<file path="src/xor_parity_frame_recovery_defines.svh">
// Assertion macros for the XOR parity frame recovery block.
// Included by the top level; no other dependencies.
`ifndef XOR_PARITY_FRAME_RECOVERY_DEFINES_SVH
`define XOR_PARITY_FRAME_RECOVERY_DEFINES_SVH
`ifndef SYNTHESIS
`define XPFR_ASSERT_IMP(lbl, clk, rst_n, ante, cons) \
    lbl: assert property (@(posedge clk) disable iff (!rst_n) (ante) |-> (cons)) \
        else $error("xpfr: implication check failed");
`define XPFR_ASSERT_NEVER(lbl, clk, rst_n, cond) \
    lbl: assert property (@(posedge clk) disable iff (!rst_n) !(cond)) \
        else $error("xpfr: forbidden condition seen");
`else
`define XPFR_ASSERT_IMP(lbl, clk, rst_n, ante, cons)
`define XPFR_ASSERT_NEVER(lbl, clk, rst_n, cond)
`endif
`endif

</file>
<file path="src/xpfr_fifo.sv">
// Two-entry transaction queue between front and back end.
// Depends on nothing.
`timescale 1ns / 1ps
`default_nettype none
module xpfr_fifo #(
    parameter int WIDTH = 8
) (
    input  wire logic             i_clk,
    input  wire logic             i_rst_n,
    input  wire logic             i_push,
    input  wire logic [WIDTH-1:0] i_data,
    input  wire logic             i_pop,
    output logic [WIDTH-1:0]      o_data,
    output logic                  o_full,
    output logic                  o_empty
);
    logic [WIDTH-1:0] r_mem [2];
    logic             r_wp, r_rp;
    logic [1:0]       r_cnt;

    assign o_full  = (r_cnt == 2'd2);
    assign o_empty = (r_cnt == 2'd0);
    assign o_data  = r_mem[r_rp];

    always_ff @(posedge i_clk) begin
        if (i_push) begin
            r_mem[r_wp] <= i_data;
        end
    end

    always_ff @(posedge i_clk) begin
        if (!i_rst_n) begin
            r_wp  <= 1'b0;
            r_rp  <= 1'b0;
            r_cnt <= 2'd0;
        end else begin
            if (i_push) r_wp <= ~r_wp;
            if (i_pop)  r_rp <= ~r_rp;
            r_cnt <= r_cnt + 2'(i_push) - 2'(i_pop);
        end
    end
endmodule
`default_nettype wire

</file>
<file path="config.mk">
export PLATFORM = sky130hd
export DESIGN_NAME = xpfr_fifo
export DESIGN_NICKNAME = d
export VERILOG_FILES = /design/src/xor_parity_frame_recovery_defines.svh /design/src/xpfr_fifo.sv
export SDC_FILE = /design/constraint.sdc
export NUM_CORES = 1
export LEC_CHECK = 0
export ABC_AREA = 1
export BUFFER_PORTS_ARGS = -buffer_cell sky130_fd_sc_hd__buf_2
export CAP_MARGIN = 20
export CORE_ASPECT_RATIO = 0.9
export CORE_MARGIN = 3
export CORE_UTILIZATION = 49
export CTS_BUF_LIST = sky130_fd_sc_hd__clkbuf_8 sky130_fd_sc_hd__clkbuf_16
export DETAILED_ROUTE_END_ITERATION = 12
export HOLD_SLACK_MARGIN = 0.12
export PLACE_DENSITY = 0.8
export SLEW_MARGIN = 20
export SYNTH_ARGS = -nofsm -noshare
export SYNTH_HDL_FRONTEND = slang
export SYNTH_SLANG_ARGS = --single-unit
</file>
<file path="constraint.sdc">
create_clock -name i_clk -period 1.36 [get_ports i_clk]
set_clock_uncertainty 0.05 [all_clocks]
set_input_delay 0.136 -clock i_clk [delete_from_list [all_inputs] [get_ports i_clk]]
set_output_delay 0.136 -clock i_clk [all_outputs]
set_load 0.005 [all_outputs]
</file>
Word-level counts from Yosys, hierarchy flattened
Memories as Yosys holds them, arrays and structs flattened. A register that Yosys moved wholly into a read port is not among the register bits.
Cells that the tools add are included.
{"block": "op_classes", "addsub": 2, "n_eq_ne": 1, "muxes": 4, "bitwise": 2, "n_reduce_logical": 1}
{"operator": "1-bit two-way mux", "n": 4}
{"operator": "2-bit by 1-bit adder with 2-bit output", "n": 1}
{"operator": "2-bit equality test, second input constant", "n": 1}
{"operator": "2-bit zero test", "n": 1}
{"operator": "1-bit inverter", "n": 2}
{"operator": "2-bit by 1-bit subtractor with 2-bit output", "n": 1}
{"block": "totals", "ff_bits": 4, "ram_bits": 16, "input_bits": 12, "output_inout_bits": 10, "memories": 1}
{"memory": "r_mem", "depth": 2, "width": 8, "rd": 1, "rd_ports_with_merged_regs": 1, "write_ports": 1, "line": "xpfr_fifo.sv:17", "rtl": "logic [WIDTH-1:0] r_mem [2];"}

Depth between registers and ports, before layout
{"block": "depth", "word_depth": 3, "ltp_mapped": 9, "ltp_nobuf": 9}

Worst setup path before layout
OpenSTA, ideal clock, no wires.
{"block": "synth_timing", "kind": "reg-to-reg", "startpoint": "register r_cnt[0]", "endpoint": "register r_cnt[1]", "setup_time_ns": 0.115, "arrival_time_ns": 1.082, "slack_ns": 0.113, "stages_incl_launch_ff": 9, "path_buffers": 0, "synth_period_minus_slack_ns": 1.247, "cell_sequence": "dfxtp_1 -> inv_1 -> ha_1 -> inv_1 -> ha_1 -> inv_1 -> nand2_1 -> a21oi_1 -> nor2_1"}
{"block": "synth_between", "elab_chain_cells": 2}
{"element": "from (decl)", "line": "xpfr_fifo.sv:19", "rtl": "logic [1:0] r_cnt;"}
{"element": "from (signal assigned)", "line": "xpfr_fifo.sv:39", "rtl": "r_cnt <= r_cnt + 2'(i_push) - 2'(i_pop);"}
{"element": "2-bit by 1-bit adder with 2-bit output", "line": "xpfr_fifo.sv:39"}
{"element": "2-bit by 1-bit subtractor with 2-bit output", "line": "xpfr_fifo.sv:39"}
Every way passes these cells.
A chain may end at the register's enable or synchronous reset.

==> flow_summary.json <==
{
  "cts_root_buffer": "clkbuf_8",
  "routed_wl_mm": 1.60,
  "hpwl_mm": 1.05,
  "final_antenna_net_count": 0,
  "synth.most_common_cell": "edfxtp_1",
  "setup_ws_ps": 32.7,
  "fp.dieH_um": 45.2,
  "synth-edff-count": 16,
  "async_flop_share": 0,
  "holdWs_ps": 157,
  "io_pins": 22,
  "wl_per_cell_um": 13.7,
  "yosys.area.top_type_share": 0.574,
  "syn_area_um2": 837,
  "synth_top_area_cell": "edfxtp_1",
  "cellPowerDensity_mw_per_mm2": 1160,
  "fillers": 98,
  "io_buffers": 21,
  "antenna_found_initial": 0,
  "cts_tree": "built",
  "fmax_mhz": 753,
  "syn_inst": 58,
  "drc": 0,
  "p_leak_uw": 0.000532,
  "drtPass1Iterations": 4,
  "htreeDepth": 1,
  "grt_setup_unrepaired": "yes",
  "path_cells": "buf_8, mux2_4, buf_6",
  "cap_violations": 0,
  "diodes": 0,
  "synth_seq_cells": 21,
  "startpoint_type": "flop",
  "cts_buffer_depth": 2,
  "vias_per_cell": 4.66,
  "place.gp.congestion": 0.652,
  "ir_drop_v": 0.00122,
  "clk_pin_slew_ps": 70,
  "globalRouteOverflowTotal": 0,
  "setup_tns_ps": 0,
  "synth_cell_type_count": 10,
  "grtUsageTotal": 0.146,
  "cp_slowest_stage_delay_ps": 330,
  "core-area_mm2": 0.00153,
  "numClockSinks": 21,
  "run_status": "finished clean",
  "p_total_uw": 1410,
  "setup_viol": 0,
  "initial_core_util": 0.547,
  "synth_area_per_cell_um2": 14.4,
  "row_count": 13,
  "ys_seq_area_frac": 0.694,
  "fin_crit_ps": 1330,
  "die_w_um": 49.6,
  "die_area_mm2": 0.00224,
  "worstMarginPinSlew_ps": 325,
  "period_share": 0.976,
  "area_growth_syn_to_layout_pct": 45.6,
  "drive_above_1_share": 0.484,
  "synth.area.top_cells": "edfxtp_1, mux2_4, dfxtp_1, nor2_1, nand2_1",
  "synth-warning-count": 0,
  "grt_pass1_wl_mm": 2.30,
  "cp_max_fo": 8,
  "post-place-ws_ps": -24.6,
  "grt_pass1_vias": 533,
  "cts_buffers": 3,
  "via_count": 545,
  "synthFlopType": "edfxtp_1",
  "worstSkewPairLatency_ps": 250,
  "grt_max_degree": 12,
  "crit_required_ps": 1170,
  "crit_arrival_ps": 1140,
  "slew_headroom": 0.783,
  "cpLargestDelayFamily": "flip-flops",
  "synth_nets": 72,
  "worstHoldPathType": "primary input to flop",
  "drt_iter0_markers": 8,
  "critPathSlowestCell": "dfxtp_2",
  "final_core_util": 0.797,
  "slew_viol_final": 0,
  "cp.buffers_inverters": 2,
  "hold_viol_final": 0,
  "critPathKind": "flop to output pin",
  "fin_nets": 110,
  "crit_path_end_kind": "output pin",
  "synthTopCellsByCount": "edfxtp_1, nor2_1, mux2_4, nand2_1, inv_1"
}
==> area by class of cell <==
class                   instances  area, µm²  share of cell area
well taps                      22       27.5              0.0226
repair buffers                 34        279               0.229
clock inverters                 1       3.75             0.00308
clock buffers                   3       41.3              0.0339
inverters                       7       26.3              0.0216
flip-flops and latches         21        583               0.478
multi-input cells              29        258               0.211
==> path summary, 6_finish.rpt <==
| check | from | end | slack, ps | depth (start not counted) |
|---|---|---|---|---|
| worst max-delay path | flop | o_data[2] | 30 | 3 |
| worst min-delay path | i_pop | flop | 160 | 3 |
| worst max register to register | r_cnt[0] | r_cnt[1] | 80 | 8 |
| worst min register to register | r_wp | r_wp | 470 | 2 |
==> where the power goes <==
part	internal [µW]	switching (µW)
Clock	200	181
Combinational	162	116
Sequential	736	19.2
Total	1100	316
==> stage by stage <==
stage | instance area, µm² | cells
6_report | 1220 | 117
5_1_grt | 1220 | 117
4_1_cts | 1130 | 117
3_5_place_dp | 973 | 102
3_3_place_gp | 973 | 102
2_1_floorplan | 837 | 58
==> layout by cell type (no fill, tap or decap), drive strengths merged <==
master and count:
nor2 9, dlygate4sd3 10, clkbuf 3, dfxtp 5
a21oi 1, edfxtp 16, nand2 8, inv 8
buf 24, ha 2, nand3 1, mux2 8
==> worst min-delay path, cell delays in order <==
cell    delay (ps)
buf_2          130
nor2_1          60
nor2_1          90
==> cell families after synthesis <==
family          synth area share
fa+ha+maj                 0.0299
buf+inv                   0.0448
flops                      0.694
mux                        0.144
compound gates           0.00597
simple gates              0.0822
==> metal layers <==
metal	routed length, µm	GRT usage	up-vias
li1	-	-	271
met1	600	0.149	256
met2	920	0.288	16
met3	66	0.0429	2
met4	13	0.0497	0
met5	0	0	-
==> flip-flops by register name, summed over array words and instances, names as in the netlist, named ones only <==
register  flops
r_rp          1
r_mem        16
r_cnt         2
r_wp          1
==> what timing repair did <==
item | in CTS | in global routing
buffers inserted | 1 | 0
pin swaps | 1 | 3
resized for setup | 3 | 18
hold endpoints to repair | 18 | 0
hold buffers | 10 | 0
setup endpoints to repair | 9 | 9
No activity file was read; power rests on OpenSTA's default activity.
