==> src/xor_parity_frame_recovery_defines.svh <==
// Assertion macros for the XOR parity frame recovery block.
// Included by the top level; no other dependencies.
`ifndef XOR_PARITY_FRAME_RECOVERY_DEFINES_SVH
`define XOR_PARITY_FRAME_RECOVERY_DEFINES_SVH
`ifndef SYNTHESIS
`define XPFR_ASSERT_IMP(lbl, clk, rst_n, ante, cons) \
    lbl: assert property (@(posedge clk) disable iff (!rst_n) (ante) |-> (cons)) \
        else $error("xpfr: implication check failed");
`define XPFR_ASSERT_NEVER(lbl, clk, rst_n, cond) \
    lbl: assert property (@(posedge clk) disable iff (!rst_n) !(cond)) \
        else $error("xpfr: forbidden condition seen");
`else
`define XPFR_ASSERT_IMP(lbl, clk, rst_n, ante, cons)
`define XPFR_ASSERT_NEVER(lbl, clk, rst_n, cond)
`endif
`endif

==> src/xpfr_pkg.sv <==
// Shared types, codes and constants of the XOR parity frame recovery block.
// No dependencies.
`timescale 1ns / 1ps
`default_nettype none
package xpfr_pkg;

    localparam int ROW_W     = 320;
    localparam int CNT_W     = 6;
    localparam logic [CNT_W-1:0] MAX_RES = 6'd40;
    localparam logic [CNT_W-1:0] RB_ROOM = 6'd36;

    typedef enum logic [1:0] {
        CMD_PAYLOAD = 2'd0,
        CMD_PARITY  = 2'd1,
        CMD_HEADER  = 2'd2
    } t_cmd;

    typedef struct packed {
        logic [1:0]  command;
        logic [31:0] seq;
        logic [1:0]  chunk;
        logic [63:0] word0;
        logic [63:0] word1;
        logic [63:0] word2;
        logic [63:0] word3;
        logic [63:0] word4;
        logic        end_of_packet;
    } t_in;

    typedef struct packed {
        logic [31:0] out_seq;
        logic [1:0]  out_chunk;
        logic [63:0] out_word0;
        logic [63:0] out_word1;
        logic [63:0] out_word2;
        logic [63:0] out_word3;
        logic [63:0] out_word4;
        logic        recovered;
        logic        last_of_run;
    } t_out;

    // classified item as it leaves the front end
    typedef struct packed {
        logic             is_pay;
        logic             is_par;
        logic [31:0]      seq;
        logic [1:0]       chunk;
        logic [ROW_W-1:0] row;
        logic             eop;
    } t_job;

    typedef struct packed {
        logic [31:0] tag;
        logic        seen;
        logic        held;
    } t_meta;

    typedef struct packed {
        logic             clearing;
        logic [CNT_W-1:0] res_cnt;
    } t_bk_stat;

    function automatic t_out mk_out(input logic [31:0] seq, input logic [1:0] chunk,
                                    input logic [ROW_W-1:0] row, input logic rec);
        t_out o;
        o.out_seq     = seq;
        o.out_chunk   = chunk;
        o.out_word0   = row[319:256];
        o.out_word1   = row[255:192];
        o.out_word2   = row[191:128];
        o.out_word3   = row[127:64];
        o.out_word4   = row[63:0];
        o.recovered   = rec;
        o.last_of_run = 1'b0;
        return o;
    endfunction

endpackage
`default_nettype wire

==> src/xpfr_front.sv <==
// Front end: takes input transactions, classifies them and finds the ring slot
// (seq mod WINDOW, four bits per cycle). Uses xpfr_pkg.
`timescale 1ns / 1ps
`default_nettype none
module xpfr_front #(
    parameter int WINDOW = 64,
    parameter int SLOT_W = 6
) (
    input  wire logic              i_clk,
    input  wire logic              i_rst_n,
    input  wire logic              i_in_valid,
    input  wire xpfr_pkg::t_in     i_in_data,
    output logic                   o_in_stall,
    input  wire logic              i_clearing,
    input  wire logic              i_full,
    output logic                   o_push,
    output xpfr_pkg::t_job         o_job,
    output logic [SLOT_W-1:0]      o_slot
);
    localparam logic [SLOT_W:0] WIN_C = (SLOT_W+1)'(WINDOW);

    xpfr_pkg::t_job    r_job, n_job;
    logic [SLOT_W-1:0] r_rem, n_rem;
    logic [2:0]        r_step;
    logic              r_busy, r_done;
    logic              accept;
    logic [31:0]       sh;
    logic [SLOT_W:0]   t;

    assign o_in_stall = r_busy | (r_done & i_full) | i_clearing;
    assign accept     = i_in_valid & ~o_in_stall;
    assign o_push     = r_done & ~i_full;
    assign o_job      = r_job;
    assign o_slot     = r_rem;

    // restoring remainder, one nibble of seq per cycle
    always_comb begin
        sh = r_job.seq << {r_step, 2'b00};
        t  = '0;
        n_rem = r_rem;
        for (int b = 0; b < 4; b++) begin
            t = {n_rem, sh[31-b]};
            if (t >= WIN_C) t = t - WIN_C;
            n_rem = t[SLOT_W-1:0];
        end
    end

    always_comb begin
        n_job        = r_job;
        n_job.is_pay = 1'b0;
        n_job.is_par = 1'b0;
        unique case (xpfr_pkg::t_cmd'(i_in_data.command))
            xpfr_pkg::CMD_PAYLOAD: n_job.is_pay = 1'b1;
            xpfr_pkg::CMD_PARITY:  n_job.is_par = 1'b1;
            xpfr_pkg::CMD_HEADER:  n_job.is_pay = 1'b0;
            default:               n_job.is_par = 1'b0;
        endcase
        n_job.seq   = i_in_data.seq;
        n_job.chunk = i_in_data.chunk;
        n_job.row   = {i_in_data.word0, i_in_data.word1, i_in_data.word2,
                       i_in_data.word3, i_in_data.word4};
        n_job.eop   = i_in_data.end_of_packet;
    end

    always_ff @(posedge i_clk) begin
        if (accept) begin
            r_job <= n_job;
        end
    end

    always_ff @(posedge i_clk) begin
        if (!i_rst_n) begin
            r_busy <= 1'b0;
            r_done <= 1'b0;
            r_step <= 3'd0;
            r_rem  <= '0;
        end else begin
            if (o_push) r_done <= 1'b0;
            if (accept) begin
                r_busy <= 1'b1;
                r_step <= 3'd0;
                r_rem  <= '0;
            end else if (r_busy) begin
                r_rem  <= n_rem;
                r_step <= r_step + 3'd1;
                if (r_step == 3'd7) begin
                    r_busy <= 1'b0;
                    r_done <= 1'b1;
                end
            end
        end
    end
endmodule
`default_nettype wire

==> config.mk <==
export PLATFORM = sky130hd
export DESIGN_NAME = xpfr_front
export DESIGN_NICKNAME = d
export VERILOG_FILES = /design/src/xor_parity_frame_recovery_defines.svh /design/src/xpfr_pkg.sv /design/src/xpfr_front.sv
export SDC_FILE = /design/constraint.sdc
export NUM_CORES = 1
export LEC_CHECK = 0
export BUFFER_PORTS_ARGS = -buffer_cell sky130_fd_sc_hd__buf_2
export CORE_AREA = 4 4 278 280
export CTS_CLUSTER_SIZE = 30
export DETAILED_ROUTE_END_ITERATION = 12
export DIE_AREA = 0 0 282 284
export PLACE_DENSITY = 0.47
export SLEW_MARGIN = 5
export SYNTH_ARGS = -nofsm -noshare
export SYNTH_HDL_FRONTEND = slang
export SYNTH_SLANG_ARGS = --single-unit
==> constraint.sdc <==
create_clock -name i_clk -period 23.6 [get_ports i_clk]
set_input_delay 2.36 -clock i_clk [delete_from_list [all_inputs] [get_ports i_clk]]
set_output_delay 2.36 -clock i_clk [all_outputs]
set_load 0.05 [all_outputs]
# After elaboration in Yosys (flattened, before gate mapping)

Index checks and enable logic that the tools add are counted.

Flip-flop bits (word level): 368
Output and inout bits: 365

Add/sub/neg operators: 5
Magnitude comparators: 4
Equal/unequal tests: 2
Shift-type cells: 1
Multiplexer cells: 13
Bitwise logic cells: 8
Reduce and logical (&&, ||, !) cells: 2

Operators with widths:

| cell                                                                | count |
|---|---|
| 32-bit by 5-bit << shifter with 32-bit output                       | 1 |
| 7-bit >= comparator (second input constant)                         | 4 |
| 6-bit two-way mux                                                   | 4 |
| 6-bit by 1-bit subtractor with 6-bit output (second input constant) | 4 |
| 1-bit two-way mux                                                   | 9 |
| 3-bit by 1-bit adder with 3-bit output (second input constant)      | 1 |
| 1-bit bitwise AND                                                   | 3 |
| 3-bit == test (second input constant)                               | 1 |
| 1-bit inverter                                                      | 3 |
| 2-bit by 1-bit == test with 1-bit output (second input constant)    | 1 |
| 2-bit zero test                                                     | 1 |
| 1-bit OR                                                            | 2 |
| 2-bit OR reduction                                                  | 1 |

# Logic depth before layout (Yosys ltp)

Depth after elaboration: 9
Mapped depth: 4

# Worst setup path after synthesis

Ideal clock, no wire load.

Path type: input -> register
From: in i_full
To: reg r_busy
Library setup time: 0.128 ns
Arrival: 18.754 ns
Data required time: 23.472 ns
Slack: 4.718 ns
Stages: 3
Buffers on the path: 0
Cells stage by stage: a211o_2 > nor2_1 > o21a_1

Cells in the longest elaborated chain, start to end: 6

RTL lines:

| element                | line             | RTL |
|---|---|---|
| start: declaration     | xpfr_front.sv:15 | `input wire logic i_full,` |
| 1-bit bitwise AND      | xpfr_front.sv:30 | `assign o_in_stall = r_busy \| (r_done & i_full) \| i_clearing;` |
| 1-bit OR (2 in series) | xpfr_front.sv:30 |  |
| 1-bit inverter         | xpfr_front.sv:31 | `assign accept = i_in_valid & ~o_in_stall;` |
| 1-bit bitwise AND      | xpfr_front.sv:31 |  |
| via accept             | xpfr_front.sv:26 | `logic accept;` |
| 1-bit two-way mux      | xpfr_front.sv:79 | `if (accept) begin` |
| end signal: assignment | xpfr_front.sv:73 | `r_busy <= 1'b0;` |
| end signal: assignment | xpfr_front.sv:80 | `r_busy <= 1'b1;` |
| end signal: assignment | xpfr_front.sv:87 | `r_busy <= 1'b0;` |
| end: declaration       | xpfr_front.sv:25 | `logic r_busy, r_done;` |

The timed path passes the listed nets, and every way through them passes these cells.
A chain may end at the register's enable or synchronous reset.

# Final worst setup path

From: in i_full
To: reg r_job, in the netlist o_job[244], enable pin

Cells in the longest elaborated chain, start to end: 5

RTL lines:

| element                | line             | RTL |
|---|---|---|
| 1-bit bitwise AND      | xpfr_front.sv:30 |  |
| 1-bit OR (2 in series) | xpfr_front.sv:30 |  |
| 1-bit inverter         | xpfr_front.sv:31 |  |
| 1-bit bitwise AND      | xpfr_front.sv:31 |  |
| via accept             | xpfr_front.sv:26 |  |
| end signal: assignment | xpfr_front.sv:67 | `r_job <= n_job;` |
| end: declaration       | xpfr_front.sv:22 | `xpfr_pkg::t_job r_job, n_job;` |

The timed path passes the listed nets, and every way through them passes these cells.

==> metrics.md <==
| Metric | Value |
|---|---|
| Status | finished, final reports clean |
| Via count | 7,251 |
| Yosys cell types | 20 |
| Postcts setup bufs | 0 |
| Cells after synthesis | 416 |
| Layout cells sized above 1 | 0.655 |
| Power per Cell Area | 88.1 nW/um^2 |
| Total power | 1.55 mW |
| Syn Nets | 780 |
| CTS tree | yes |
| Total GRT Usage | 0.0924 |
| PostCTS Resize Cnt | 0 |
| Clk slew on worst S/H paths | 0.05 ns |
| Chip Width | 282 um |
| Final hold vios | 0 |
| Detail Placement HPWL | 31,700 um |
| CTS buffer count | 42 |
| Slew HR | 0.323 |
| Core area | 74,400 um^2 |
| Util after Layout | 0.236 |
| Initial drt markers | 245 |
| Max incr delay on CP | 0.87 ns |
| Post-synthesis cell area | 11,400 um^2 |
| Leakage power | 7.08 nW |
| Max-cap violations | 0 |
| Fin crit period | 5.75 ns |
| RSZ-0062 raised after global routing | false |
| Final count of negative-setup-slack endpoints | 0 |
| Reg-to-reg slack, setup | 19.33 ns |
| Syn_area_per_cell | 27.4 um^2 |
| Hold-fix buffers at CTS | 0 |
| Req. time, crit path | 23.76 ns |
| Cell Chain, Critical Path | buf_2 > a211o_2 > nor2_4 > buf_4 > buf_4 > buf_4 |
| Cell mode on critical path | buf_4 |
| Period utilization | 0.244 |
| Register bit total from synthesis | 368 |
| Worst path arrival time | 5.91 ns |
| Reg2reg start | r_busy |
| Nets | 1,553 |
| Antenna-violating nets left | 0 |
| Worst Tran Pin Value | 1.02 ns |
| Most common cell after layout, fill and taps aside | buf_2 |
| Post-route insts no fill | 2,192 |
| Clock root cell | clkbuf_16 |
| Clock Path Buffers | 3 |
| Hold Crit Start | o_slot[3] |
| I/O Buffers | 726 |
| Yosys warns | 0 |
| Sum of negative setup slack | 0 ns |
| Die height | 284 um |
| Area contributors post-synth | edfxtp_1, dfxtp_1, mux4_2, mux2i_1, nor2_1 |
| Tightest Hold Check Type | flip-flop to flip-flop |
| First-pass DRT Iterations | 4 |
| Vias/cell | 3.31 |
| P&R area growth vs syn | 54.2% |
| Starting Density | 0.153 |
| Crit path max fanout | 79 |
| Initial antenna violation count | 17 |
| Clock Latency Late Sink | 0.55 ns |
| Biggest area consumer among synthesized cells | edfxtp_1 |
| Fin Clk Skew | 0.0164 ns |
| Worst vdd ir | 0.0000530 V |
| Worst-case hold path end point | o_slot[3] |
| Sink Count | 368 |
| First-pass GRT wire length | 54,200 um |
| Io pins | 727 |
| Placed cells | 2,114 |
| WL/cell | 18.1 um |
| Critical-path top delay cell | buf_4 |
| Drt total wl | 39,600 um |
| Crit path kind | primary input to flip-flop |
| Sequential area share after synthesis | 0.960 |
| Achievable Freq | 0.174 GHz |
| Full die area | 80,100 um^2 |
| Worst setup SP type | primary input |
| Top cell type's share of synthesized area | 0.941 |
| Final Max Tran Viols | 0 |
| DRC errors left | 0 |
| Most frequent cells in the layout | buf_2, edfxtp_1, clkbuf_16 |
| Cell Rows | 100 |
| CTS H-Tree Depth | 2 |
| GRT overflow | 0 |
| Pin count of the biggest net entering global routing | 80 |
| Reg2reg end | o_job[244] |
| Vias in the first global route | 7,980 |
| R2r worst-path depth | 6 |
| WHS Path Cells | 2 |
| GP Congestion | 0.796 |
| Crit. End Element | flip-flop |
## routing by layer
layer,track usage,share of wire,up-vias
met3,0.0473,0.12,82
met1,0.0907,0.33,3463
li1,-,-,3256
met4,0.0324,0.028,14
met5,0,0.0025,-
met2,0.166,0.52,436
## cell usage after synthesis, drive strengths merged
library cell and n:
a211o 1, a21oi 1, a22oi 1, buf 3
dfxtp 11, edfxtp 357, ha 2, inv 1
mux2i 4, mux4 8, nand2 1, nand2b 1
nor2 10, nor2b 4, nor3 4, o21a 1
o21ai 1, o22ai 4, or2b 1
## where the power goes
group / total (mW) / leakage [nW] / internal (mW) / switching, mW
Clock: 0.615 / 0.638 / 0.365 / 0.250
Sequential: 0.761 / 3.42 / 0.752 / 0.00874
Combinational: 0.171 / 3.03 / 0.0405 / 0.131
## per-stage QoR
step | setup slack (ns) | cell area (um^2) | hold WS, ns
after floorplan | 4.72 | 11400 | 0.477
after global placement | 17.35 | 16300 | 0.463
after detailed placement | 17.24 | 16300 | 0.477
after CTS | 17.84 | 17600 | 0.489
after global routing | 17.61 | 17600 | 0.533
final | 17.85 | 17600 | 0.489
## flip-flops by register name, indices dropped and copies added, names as in the netlist
signal and flops:
o_job 357, o_slot 6, r_step 3, r_busy 1, r_done 1
## final cells by class
class / count / area [um^2]
clock buffers: 62 / 1210
fillers: 7819 / 56900
clock inverters: 12 / 88.8
well taps: 969 / 1210
multi-input cells: 44 / 422
diodes: 4 / 10.0
inverters: 1 / 3.75
repair buffers: 732 / 3680
flip-flops and latches: 368 / 10900
## worst max path at each step
stage                start    endpoint  slack [ns]  depth (start not counted)
finish              i_full  o_job[244]       17.85                          6
global route        i_full  o_job[212]       17.61                          6
CTS                 i_full  o_job[127]       17.84                          6
detailed placement  i_full  o_job[227]       17.24                          6
global placement    i_full  o_job[264]       17.35                          6
floorplan           i_full      r_busy        4.72                          3
## worst max-delay path, delay by kind of cell
kind / cells / cell delay [ns]
AO/OA/AOI/OAI: 1 / 0.37
buffers and inverters: 4 / 2.45
AND/OR/NAND/NOR: 1 / 0.48
## cells by family after synthesis
group | Yosys count | share of synthesized area
and+or+nand+nor | 21 | 0.00890
DFF | 368 | 0.960
adders and majority gates | 2 | 0.00220
AOI/OAI and AO/OA | 9 | 0.00560
buffers and inverters | 4 | 0.00329
muxes | 12 | 0.0197
(Power assumes the default switching activity.)
